## config.mk

```make
export PLATFORM = sky130hd
export DESIGN_NAME = sudiv_front
export DESIGN_NICKNAME = d
export VERILOG_FILES = /design/src/hdl/sudiv_pkg.sv /design/src/hdl/sudiv_front.sv
export SDC_FILE = /design/constraint.sdc
export NUM_CORES = 1
export LEC_CHECK = 0
export BUFFER_PORTS_ARGS = -buffer_cell sky130_fd_sc_hd__buf_4
export CORE_MARGIN = 1
export CORE_UTILIZATION = 45
export DETAILED_ROUTE_END_ITERATION = 8
export GPL_ROUTABILITY_DRIVEN = 0
export PLACE_DENSITY = 0.75
export RECOVER_POWER = 100
export SYNTH_ARGS = -nofsm -noshare
export SYNTH_HDL_FRONTEND = slang
export SYNTH_SLANG_ARGS = --single-unit
```

## constraint.sdc

```tcl
create_clock -name clk_i -period 5.8 [get_ports clk_i]
set_input_delay 1.16 -clock clk_i [delete_from_list [all_inputs] [get_ports clk_i]]
set_output_delay 1.16 -clock clk_i [all_outputs]
set_load 0.01 [all_outputs]
```

## src/hdl/sudiv_pkg.sv

```systemverilog
`default_nettype none
// ----------------------------------------------------------------------------
// sudiv_pkg: shared definitions for the signed/unsigned integer divider
// Operation codes, the per-beat control group and sizing constants used by
// the front end, the queue and the bit pipeline.
// ----------------------------------------------------------------------------
package sudiv_pkg;

  // Default operand width of the divider.
  localparam int unsigned WIDTH_DEF = 32;

  // Depth of the queue between the front end and the bit pipeline.
  localparam int unsigned QUEUE_DEPTH = 2;

  // Operation selected by the mode field.
  typedef enum logic [1:0] {
    MODE_UQUO = 2'd0,
    MODE_UREM = 2'd1,
    MODE_SQUO = 2'd2,
    MODE_SREM = 2'd3
  } mode_e;

  // Control that travels with each operation down the pipeline.
  typedef struct packed {
    logic want_rem;  // deliver the remainder rather than the quotient
    logic negate;    // two's complement negate the picked value
    logic clr_msb;   // clear the top bit (signed quotient on divide by zero)
    logic dbz;       // divisor was zero
  } ctl_t;

endpackage
`default_nettype wire

```

## src/hdl/sudiv_front.sv

```systemverilog
`default_nettype none
// ----------------------------------------------------------------------------
// sudiv_front: command acceptance and operand classification
// Takes a beat, forms the operand magnitudes and the control group, and
// holds the classified beat until the queue takes it.
// ----------------------------------------------------------------------------
module sudiv_front #(
  parameter int unsigned WIDTH = sudiv_pkg::WIDTH_DEF
) (
  input  wire logic               clk_i,
  input  wire logic               rst_ni,
  input  wire logic               start,
  output      logic               busy,
  input  wire sudiv_pkg::mode_e   mode_i,
  input  wire logic [WIDTH-1:0]   dividend_i,
  input  wire logic [WIDTH-1:0]   divisor_i,
  input  wire logic               q_full_i,
  output      logic               push_o,
  output      logic [WIDTH-1:0]   a_o,
  output      logic [WIDTH-1:0]   b_o,
  output      sudiv_pkg::ctl_t    ctl_o
);
  import sudiv_pkg::*;

  logic             vld_q, vld_d;
  logic [WIDTH-1:0] a_q, a_d;
  logic [WIDTH-1:0] b_q, b_d;
  ctl_t             ctl_q, ctl_d;
  logic             accept;
  logic             is_signed;
  logic             want_rem;
  logic             n_neg;
  logic             d_neg;
  logic             dbz;

  assign push_o = vld_q & ~q_full_i;
  assign busy   = vld_q & q_full_i;
  assign accept = start & ~busy;

  assign is_signed = (mode_i == MODE_SQUO) || (mode_i == MODE_SREM);
  assign want_rem  = (mode_i == MODE_UREM) || (mode_i == MODE_SREM);
  assign n_neg     = is_signed & dividend_i[WIDTH-1];
  assign d_neg     = is_signed & divisor_i[WIDTH-1];
  assign dbz       = (divisor_i == '0);

  // A zero divisor runs through the pipeline with the raw dividend: every
  // quotient bit comes out set and the remainder ends equal to the dividend.
  always_comb begin
    ctl_d.want_rem = want_rem;
    ctl_d.dbz      = dbz;
    if (dbz) begin
      a_d           = dividend_i;
      b_d           = '0;
      ctl_d.negate  = 1'b0;
      ctl_d.clr_msb = is_signed & ~want_rem;
    end else begin
      a_d           = n_neg ? (~dividend_i) + WIDTH'(1) : dividend_i;
      b_d           = d_neg ? (~divisor_i) + WIDTH'(1) : divisor_i;
      ctl_d.negate  = want_rem ? n_neg : (n_neg ^ d_neg);
      ctl_d.clr_msb = 1'b0;
    end
  end

  always_comb begin
    vld_d = vld_q;
    if (accept) begin
      vld_d = 1'b1;
    end else if (push_o) begin
      vld_d = 1'b0;
    end
  end

  always_ff @(posedge clk_i or negedge rst_ni) begin
    if (!rst_ni) begin
      vld_q <= 1'b0;
    end else begin
      vld_q <= vld_d;
    end
  end

  always_ff @(posedge clk_i) begin
    if (accept) begin
      a_q   <= a_d;
      b_q   <= b_d;
      ctl_q <= ctl_d;
    end
  end

  assign a_o   = a_q;
  assign b_o   = b_q;
  assign ctl_o = ctl_q;

endmodule
`default_nettype wire

```

==> impl_metrics.py <==
metrics = {
    "finish": {
        "area_growth_pct": 27.6,
        "antenna_cells": 0,
        "n_fill_cell": 720,
        "drive_gt1_frac": 0.205,
        "final_nets": 496,
        "regArea_um2": 2070,
        "final_cell_count_no_fill": 531,
        "multi_input_area_um2": 1370,
    },
    "floorplanning": {
        "coreArea_um2": 7690,
        "dieArea_um2": 8260,
        "die_w_um": 90.9,
        "pin_count": 140,
        "num_rows": 32,
        "start_util": 0.462,
        "die_h_um": 90.9,
    },
    "placed_design": {
        "port_buffers": 139,
        "dp.final_hpwl_mm": 5.97,
        "dp.cells": 515,
        "pre_cts_ws_ps": 2500,
    },
    "sta": {
        "period_share": 0.671,
        "grt_setup_unrepaired": "false",
        "finClkSkew_ps": 8.11,
        "drv_slew": 21,
        "finalSetupViolCount": 0,
        "finalSetupTns_ps": 0,
        "min_period_ps": 3890,
        "fmax_mhz": 257,
        "fin_ws_ps": 1910,
        "tightest_slew_ps": 1680,
        "slew-limit-headroom": -0.125,
        "hold_violations": 0,
    },
    "critical_path": {
        "path_max_fanout": 49,
        "arrival_ps": 3840,
        "critPathRequiredTime_ps": 5750,
        "cpMaxStageDelayCell": "nor2b_1",
        "path_delay_family": "simple AND/OR/NAND/NOR gates",
        "critPathBufInv": 2,
        "crit_chain": "clkbuf_4 > and2_0 > nor2b_1 > clkbuf_2",
        "critPathKind": "primary input to register",
        "worst_setup_path_start_kind": "primary input",
        "end_kind": "register",
        "slowest_delay_ps": 1270,
    },
    "detailed_routing": {
        "drc_errors": 1,
        "routed_wl_mm": 7.82,
        "viasPerCell": 5.16,
        "drt_pass1_iterations": 6,
        "postRouteAntennaNets": 0,
        "drtIter0Drc": 90,
        "wl_per_cell_um": 14.7,
        "num_vias": 2739,
    },
    "grt": {
        "grt_pass1_vias": 2577,
        "grt_pass1_wl_mm": 12.2,
        "grt_max_degree": 50,
        "grt-ovfl-total": 0,
        "gr-usage-all-layers": 0.191,
        "grt_antenna_before_repair": 0,
    },
    "run": {
        "maxCapViolations": 1,
    },
    "status": {
        "outcome": "complete, but fails checks",
        "violations": "design-rule violations, max-capacitance violations, max-slew violations",
    },
    "synthesis": {
        "synth-seq-cells": 69,
        "yosysTopAreaCellShare": 0.575,
        "synth.area.top_cells": "edfxtp_1, xnor2_1, xor2_1, o31ai_1, nand2_1",
        "seq_area_frac_synth": 0.582,
        "synth_nets": 353,
        "ys_warn_count": 0,
        "postSynthCellCount": 281,
        "netlist_area_um2": 3550,
        "yosysUniqueCellTypes": 39,
        "yosys.area.top_type": "edfxtp_1",
        "syn_area_per_cell_um2": 12.6,
    },
    "hold_path": {
        "hp-class": "primary input to asynchronous set/reset pin",
    },
    "clock_network": {
        "clk_pin_slew_ps": 70,
        "cts-resized-gates": 0,
        "hold_buffers": 0,
        "cts_sinks": 69,
        "cts.htree.levels": 3,
        "tritoncts": "built",
        "cts_root_buffer": "clkbuf_8",
        "cts_setup_buffers": 0,
        "clkLatencyLatePin_ps": 340,
        "clockBufferDepth": 2,
        "numCtsBuffers": 9,
    },
    "pwr": {
        "powerDensity_nw_per_um2": 246,
        "clockPowerShare": 0.296,
        "ir_drop_uv": 111,
        "internal-power_mw": 0.827,
        "swShare": 0.259,
        "p_comb_frac": 0.163,
        "switchingPower_mw": 0.289,
        "pwr-share-seq": 0.541,
        "p_leak_nw": 1.56,
    },
}
## final timing paths
check | start | slack, ps | depth (start not counted) | to
worst max-delay path | q_full_i | 1910 | 4 | b_o[2]
worst min-delay path | rst_ni | 610 | 1 | vld_q
worst max register to register | vld_q | 2460 | 3 | b_o[2]
worst min register to register | vld_q | 670 | 2 | vld_q
max in group asynchronous | rst_ni | 5110 | 1 | vld_q
min in group clk_i | vld_q | 670 | 2 | vld_q
## cell usage after synthesis
cell type / count
o41ai_1: 4
nor4_4: 1
a21boi_0: 1
o41ai_2: 4
o31ai_2: 2
o31ai_1: 12
inv_1: 8
nor4_2: 3
edfxtp_1: 68
nand4_1: 3
nor2_1: 14
and3_1: 1
and4_1: 1
dfrtp_1: 1
or2_2: 1
or4_4: 3
a31oi_1: 4
nand2_1: 19
o21ai_1: 2
or4_1: 5
nor3_1: 6
xnor2_1: 46
nand3b_1: 1
and2_1: 6
ha_1: 2
xor2_1: 13
a21oi_1: 7
or3_1: 3
or3b_1: 1
nand3_1: 2
buf_2: 3
nor4_1: 5
nor4b_2: 1
nor3b_1: 2
nand2b_1: 4
nand4_2: 1
o21ai_0: 12
clkbuf_1: 6
nor2b_1: 3
## registers in the layout, summed over array words and instances, names as in the netlist
register and cells:
ctl_o 4, b_o 32, a_o 32, vld_q 1
## cell type report
cell class,instances,area share
Clock buffer,9,0.0273
Clock inverter,7,0.00911
Inverter,8,0.00662
Sequential cell,69,0.456
Timing Repair Buffer,141,0.170
Tap cell,102,0.0282
Multi-Input combinational cell,195,0.303
## stage by stage
| step | total power, mW | utilization | hold slack, ps | cell area [um^2] |
|---|---|---|---|---|
| detailed placement | 0.830 | 0.613 | 694 | 4720 |
| global placement | 0.824 | 0.613 | 666 | 4720 |
| CTS | 1.16 | 0.635 | 576 | 4880 |
| global route | 1.16 | 0.590 | 592 | 4530 |
| finish | 1.12 | 0.590 | 609 | 4530 |
| floorplan | 0.710 | - | 654 | 3550 |
## power groups by stage
stage / registers [mW] / logic, mW / clock network, mW
6_report: 0.604 / 0.182 / 0.330
5_1_grt: 0.607 / 0.200 / 0.356
4_1_cts: 0.605 / 0.215 / 0.342
3_5_place_dp: 0.616 / 0.214 / 0
3_3_place_gp: 0.615 / 0.210 / 0
2_1_floorplan: 0.636 / 0.0742 / 0
## cells in the final DEF (no fill, tap or decap), drive strengths merged, types with 3 or more instances in the layout
cell and instances:
nand2 19, clkbuf 88, nand2b 4, nor2 14
inv 9, nand4 4, o41ai 8, clkinv 4
o31ai 14, nor3 6, nor4 9, edfxtp 68
a21oi 7, and2 6, a31oi 4, or4 8
xor2 13, o21ai 14, nor2b 3, buf 62
or3 3, xnor2 46
## kinds of logic after synthesis
| group | after synthesis | share of synthesized area |
|---|---|---|
| buffers and inverters | 17 | 0.0190 |
| and+or+nand+nor | 86 | 0.148 |
| xor gates and xnor gates | 59 | 0.145 |
| adders and majority gates | 2 | 0.00704 |
| DFF | 69 | 0.582 |
| AOI/OAI and AO/OA | 48 | 0.0993 |
## per-layer routing
layer  global-route usage  share of wire  vias up
met4               0.0833          0.025        0
met1                0.230           0.41     1303
li1                     -              -     1332
met2                0.321           0.50       90
met3               0.0497          0.065       14
met5                    0              0        -
No activity file was read; power rests on OpenSTA's default activity.
