$ cat config.mk
export PLATFORM = sky130hd
export DESIGN_NAME = sudiv_queue
export DESIGN_NICKNAME = d
export VERILOG_FILES = /design/src/hdl/sudiv_pkg.sv /design/src/hdl/sudiv_queue.sv
export SDC_FILE = /design/constraint.sdc
export NUM_CORES = 1
export LEC_CHECK = 0
export BUFFER_PORTS_ARGS = -buffer_cell sky130_fd_sc_hd__buf_2
export CAP_MARGIN = 20
export CORE_MARGIN = 3
export CORE_UTILIZATION = 38
export CTS_CLUSTER_DIAMETER = 50
export DETAILED_ROUTE_END_ITERATION = 16
export MAX_ROUTING_LAYER = met4
export PLACE_DENSITY_LB_ADDON = 0.15
export SYNTH_ARGS = -nofsm -noshare
export SYNTH_HDL_FRONTEND = slang
export SYNTH_SLANG_ARGS = --single-unit
$ cat constraint.sdc
create_clock -name clk_i -period 5.41 [get_ports clk_i]
set_input_delay 0.2705 -clock clk_i [delete_from_list [all_inputs] [get_ports clk_i]]
set_output_delay 0.2705 -clock clk_i [all_outputs]
set_load 0.03 [all_outputs]
$ cat src/hdl/sudiv_pkg.sv
`default_nettype none
// ----------------------------------------------------------------------------
// sudiv_pkg: shared definitions for the signed/unsigned integer divider
// Operation codes, the per-beat control group and sizing constants used by
// the front end, the queue and the bit pipeline.
// ----------------------------------------------------------------------------
package sudiv_pkg;

  // Default operand width of the divider.
  localparam int unsigned WIDTH_DEF = 32;

  // Depth of the queue between the front end and the bit pipeline.
  localparam int unsigned QUEUE_DEPTH = 2;

  // Operation selected by the mode field.
  typedef enum logic [1:0] {
    MODE_UQUO = 2'd0,
    MODE_UREM = 2'd1,
    MODE_SQUO = 2'd2,
    MODE_SREM = 2'd3
  } mode_e;

  // Control that travels with each operation down the pipeline.
  typedef struct packed {
    logic want_rem;  // deliver the remainder rather than the quotient
    logic negate;    // two's complement negate the picked value
    logic clr_msb;   // clear the top bit (signed quotient on divide by zero)
    logic dbz;       // divisor was zero
  } ctl_t;

endpackage
`default_nettype wire

$ cat src/hdl/sudiv_queue.sv
`default_nettype none
// ----------------------------------------------------------------------------
// sudiv_queue: short queue between front end and bit pipeline
// A small circular buffer of classified beats with full and valid flags.
// ----------------------------------------------------------------------------
module sudiv_queue #(
  parameter int unsigned WIDTH = sudiv_pkg::WIDTH_DEF
) (
  input  wire logic               clk_i,
  input  wire logic               rst_ni,
  input  wire logic               push_i,
  input  wire logic [WIDTH-1:0]   a_i,
  input  wire logic [WIDTH-1:0]   b_i,
  input  wire sudiv_pkg::ctl_t    ctl_i,
  output      logic               full_o,
  output      logic               vld_o,
  input  wire logic               pop_i,
  output      logic [WIDTH-1:0]   a_o,
  output      logic [WIDTH-1:0]   b_o,
  output      sudiv_pkg::ctl_t    ctl_o
);
  import sudiv_pkg::*;

  localparam int unsigned PtrW = (QUEUE_DEPTH > 1) ? $clog2(QUEUE_DEPTH) : 1;
  localparam int unsigned CntW = $clog2(QUEUE_DEPTH + 1);

  logic [WIDTH-1:0] a_mem   [QUEUE_DEPTH];
  logic [WIDTH-1:0] b_mem   [QUEUE_DEPTH];
  ctl_t             ctl_mem [QUEUE_DEPTH];
  logic [PtrW-1:0]  wr_ptr_q, wr_ptr_d;
  logic [PtrW-1:0]  rd_ptr_q, rd_ptr_d;
  logic [CntW-1:0]  cnt_q, cnt_d;
  logic             do_push;
  logic             do_pop;

  assign full_o  = (cnt_q == CntW'(QUEUE_DEPTH));
  assign vld_o   = (cnt_q != '0);
  assign do_push = push_i & ~full_o;
  assign do_pop  = pop_i & vld_o;

  always_comb begin
    wr_ptr_d = wr_ptr_q;
    rd_ptr_d = rd_ptr_q;
    cnt_d    = cnt_q;
    if (do_push) begin
      wr_ptr_d = (wr_ptr_q == PtrW'(QUEUE_DEPTH - 1)) ? '0 : wr_ptr_q + PtrW'(1);
    end
    if (do_pop) begin
      rd_ptr_d = (rd_ptr_q == PtrW'(QUEUE_DEPTH - 1)) ? '0 : rd_ptr_q + PtrW'(1);
    end
    if (do_push && !do_pop) begin
      cnt_d = cnt_q + CntW'(1);
    end else if (do_pop && !do_push) begin
      cnt_d = cnt_q - CntW'(1);
    end
  end

  always_ff @(posedge clk_i or negedge rst_ni) begin
    if (!rst_ni) begin
      wr_ptr_q <= '0;
      rd_ptr_q <= '0;
      cnt_q    <= '0;
    end else begin
      wr_ptr_q <= wr_ptr_d;
      rd_ptr_q <= rd_ptr_d;
      cnt_q    <= cnt_d;
    end
  end

  always_ff @(posedge clk_i) begin
    if (do_push) begin
      a_mem[wr_ptr_q]   <= a_i;
      b_mem[wr_ptr_q]   <= b_i;
      ctl_mem[wr_ptr_q] <= ctl_i;
    end
  end

  assign a_o   = a_mem[rd_ptr_q];
  assign b_o   = b_mem[rd_ptr_q];
  assign ctl_o = ctl_mem[rd_ptr_q];

endmodule
`default_nettype wire

==> run_results.csv <==
group,metric,value,unit
sta,fin_skew,0.00393,ns
logic_synthesis,synth_top_area_cell,"edfxtp_1",
logic_synthesis,synth.avg_cell_area,22.3,sq um
power_and_ir_drop,p_sw_share,34.1,%
place,routabilityCongestion,0.645,
power_and_ir_drop,total_power,3990,uW
route,drt-initial-drc-count,164,
logic_synthesis,synthSimpleGateAreaFrac,0.656,%
power_and_ir_drop,ir_worst_vdd,0.301,mV
route,drc,0,
layout,fin_nets,458,
global_route,grt_usage,12.9,%
cts,cts_root_buf,"clkbuf_16",
route,drtAntennaViolNets,0,
logic_synthesis,synth-warning-count,0,
status,status,"finished, final reports clean",
cts,clk_pin_slew,0.06,ns
cts,post-cts-setup-buffer-count,0,
worst_setup_path,crit_required,5.14,ns
worst_setup_path,r2r-start,"cnt_q[0]$_DFFE_PN0P_",
logic_synthesis,muxShareOfSynthArea,15.6,%
logic_synthesis,syn_inst,231,
worst_setup_path,crit_fanout,69,
power_and_ir_drop,power_frac_clock,26.5,%
power_and_ir_drop,p_seq_share,41.4,%
worst_setup_path,startpoint,"rd_ptr_q$_DFFE_PN0P_",
worst_setup_path,crit_buf_inv,1,
logic_synthesis,synth_top_family_by_area,"multiplexers",
sta,tightest_slew,1.02,ns
power_and_ir_drop,combPwrFrac,32.1,%
die,num_rows,41,
layout,fin_util,50.9,%
logic_synthesis,synth-seq-cells,140,
logic_synthesis,ys_types,16,
layout,drive_gt1_share,59.4,%
sta,hold_violations,0,
route,post_drt_wl_per_cell,15.6,um
flow_run,drv_cap,0,
sta,setup-tns-final,0,ns
global_route,first_global_vias,2653,
power_and_ir_drop,p_switching,1360,uW
logic_synthesis,synth_flop_cell,"edfxtp_1",
worst_setup_path,path_class,"reg -> out",
layout,area_growth,28.0,%
power_and_ir_drop,internal-power,2630,uW
logic_synthesis,synth_edf_count,136,
route,drt-total-wl,8930,um
power_and_ir_drop,power_leakage,0.00250,uW
power_and_ir_drop,powerDensity,605,nW/um^2
worst_setup_path,cpPeakStageDelay,1.07,ns
logic_synthesis,synth.top_cell.area_share,79.3,%
worst_setup_path,path_cells,"mux2_2, buf_2",
cts,insertion_delay,0.41,ns
sta,slew_headroom,32.2,%
cts,numClockSinks,140,
cts,cts_tree,"yes",
logic_synthesis,yosys.area_share.adder,0.243,%
sta,maxSlewViolCount,0,
route,firstDrtPassIters,4,
layout,stdcell_area,6590,sq um
hold_path,min-delay-start,"a_i[31]",
die,start_util,39.8,%
die,die-width,122,um
cts,htreeDepth,4,
sta,min_period_over_period,45.1,%
cts,hold_buffers,1,
logic_synthesis,yosysSeqAreaShare,81.3,%
global_route,grt_pass1_wl,13300,um
place,hpwl,5530,um
sta,rsz0062_at_grt,"false",
sta,fin_crit,2.44,ns
logic_synthesis,synth-compound-area-share,0,%
die,core_region_area,12900,sq um
worst_setup_path,worst_path_dominant_cell_family,"flip-flops",
cts,clock_path_buffers,2,
global_route,antenna_found_initial,3,
logic_synthesis,synth_xor_area_share,0.851,%
cts,cts_resized,0,
cts,cts_buffers,17,
logic_synthesis,synth.most_common_cell,"edfxtp_1",
place,place_area,6030,sq um
die,die_h,122,um
sta,final-setup-viol-count,0,
worst_setup_path,start_kind,"flip-flop",
global_route,grt_max_degree,70,
die,num_io_pins,142,
logic_synthesis,async_reset_ff_share,2.86,%
place,io_buffers,141,
worst_setup_path,cp.arrival,2.17,ns
route,avgViaCountPerCell,4.53,
sta,fmax,410,MHz
logic_synthesis,synth_common_cells,"136 x edfxtp_1, 58 x mux2_2, 10 x mux2_4",
worst_setup_path,crit_slowest_cell,"dfrtp_4",
worst_setup_path,cp-end-kind,"output pin",
logic_synthesis,synth_area_leaders,"edfxtp_1 79%, mux2_2 13%, mux2_4 2.9%",
die,die_area,15000,sq um
global_route,gr-total-overflow,0,
logic_synthesis,syn-num-nets,304,
logic_synthesis,mappedNetlistArea,5150,sq um
hold_path,min_path_type,"in -> reg",
route,num_vias,2589,
==> through the flow <==
stage / worst slack, ns / std cells / hold slack, ns
2_1_floorplan: 1.45 / 231 / -0.0251
3_3_place_gp: 3.02 / 537 / 0.0837
3_5_place_dp: 2.97 / 537 / 0.0824
4_1_cts: 2.93 / 569 / 0.0144
5_1_grt: 2.79 / 572 / 0.0145
6_report: 2.97 / 572 / 0.0425
==> area by class of cell <==
| class | count | area [sq um] |
|---|---|---|
| Clock buffer | 20 | 437 |
| Sequential cell | 140 | 4190 |
| Fill cell | 1110 | 6340 |
| Tap cell | 172 | 215 |
| Multi-Input combinational cell | 81 | 906 |
| Timing Repair Buffer | 143 | 723 |
| Clock inverter | 11 | 103 |
| Antenna cell | 3 | 7.51 |
| Inverter | 2 | 7.51 |
==> placed cells by master (no fill, tap or decap), drive strengths merged, types with 3 or more instances in the layout <==
cell,n
dfrtp,4
buf,142
clkbuf,20
xnor2,3
mux2,68
edfxtp,136
diode,3
clkinv,7
==> final timing paths <==
check,to,slack (ns),depth (start not counted)
setup reg to reg,a_mem[0][1]$_DFFE_PP_,3.05,4
max in group asynchronous,rd_ptr_q$_DFFE_PN0P_,5.06,2
min in group asynchronous,cnt_q[0]$_DFFE_PN0P_,0.21,2
setup / recovery,b_o[5],2.97,2
hold / removal,a_mem[0][31]$_DFFE_PP_,0.04,1
hold reg to reg,cnt_q[1]$_DFFE_PN0P_,0.49,1
==> power by group through the flow <==
stage | clock, uW | combinational, uW | sequential [uW]
2_1_floorplan | 0 | 1070 | 1570
3_3_place_gp | 0 | 1300 | 1670
3_5_place_dp | 0 | 1300 | 1680
4_1_cts | 1080 | 1310 | 1660
5_1_grt | 1130 | 1360 | 1690
6_report | 1060 | 1280 | 1650
==> flip-flops by register name, indices dropped and copies added (netlist names) <==
name / flops
ctl_mem: 8
b_mem: 64
wr_ptr_q: 1
a_mem: 64
rd_ptr_q: 1
cnt_q: 2
==> routing by layer <==
layer / GRT usage [%] / part of all wire (%) / vias up
met5: - / 0 / -
met4: 6.72 / 2.3 / 0
met3: 6.50 / 9.5 / 20
met2: 19.2 / 46 / 100
met1: 14.1 / 42 / 1247
li1: - / - / 1222
==> logic make-up after synthesis <==
family | after synthesis
XOR/XNOR | 5
adder cells (fa/ha/maj) | 1
buffers and inverters | 10
AND/OR/NAND/NOR | 7
flip-flops | 140
multiplexers | 68
==> worst reg2reg max path, stage by stage (launching register included) <==
cell      delay [ns]
dfrtp_1         0.40
nand2b_1        0.16
nand2_1         0.15
nor2_4          0.62
buf_4           0.64
(Power assumes the default switching activity.)
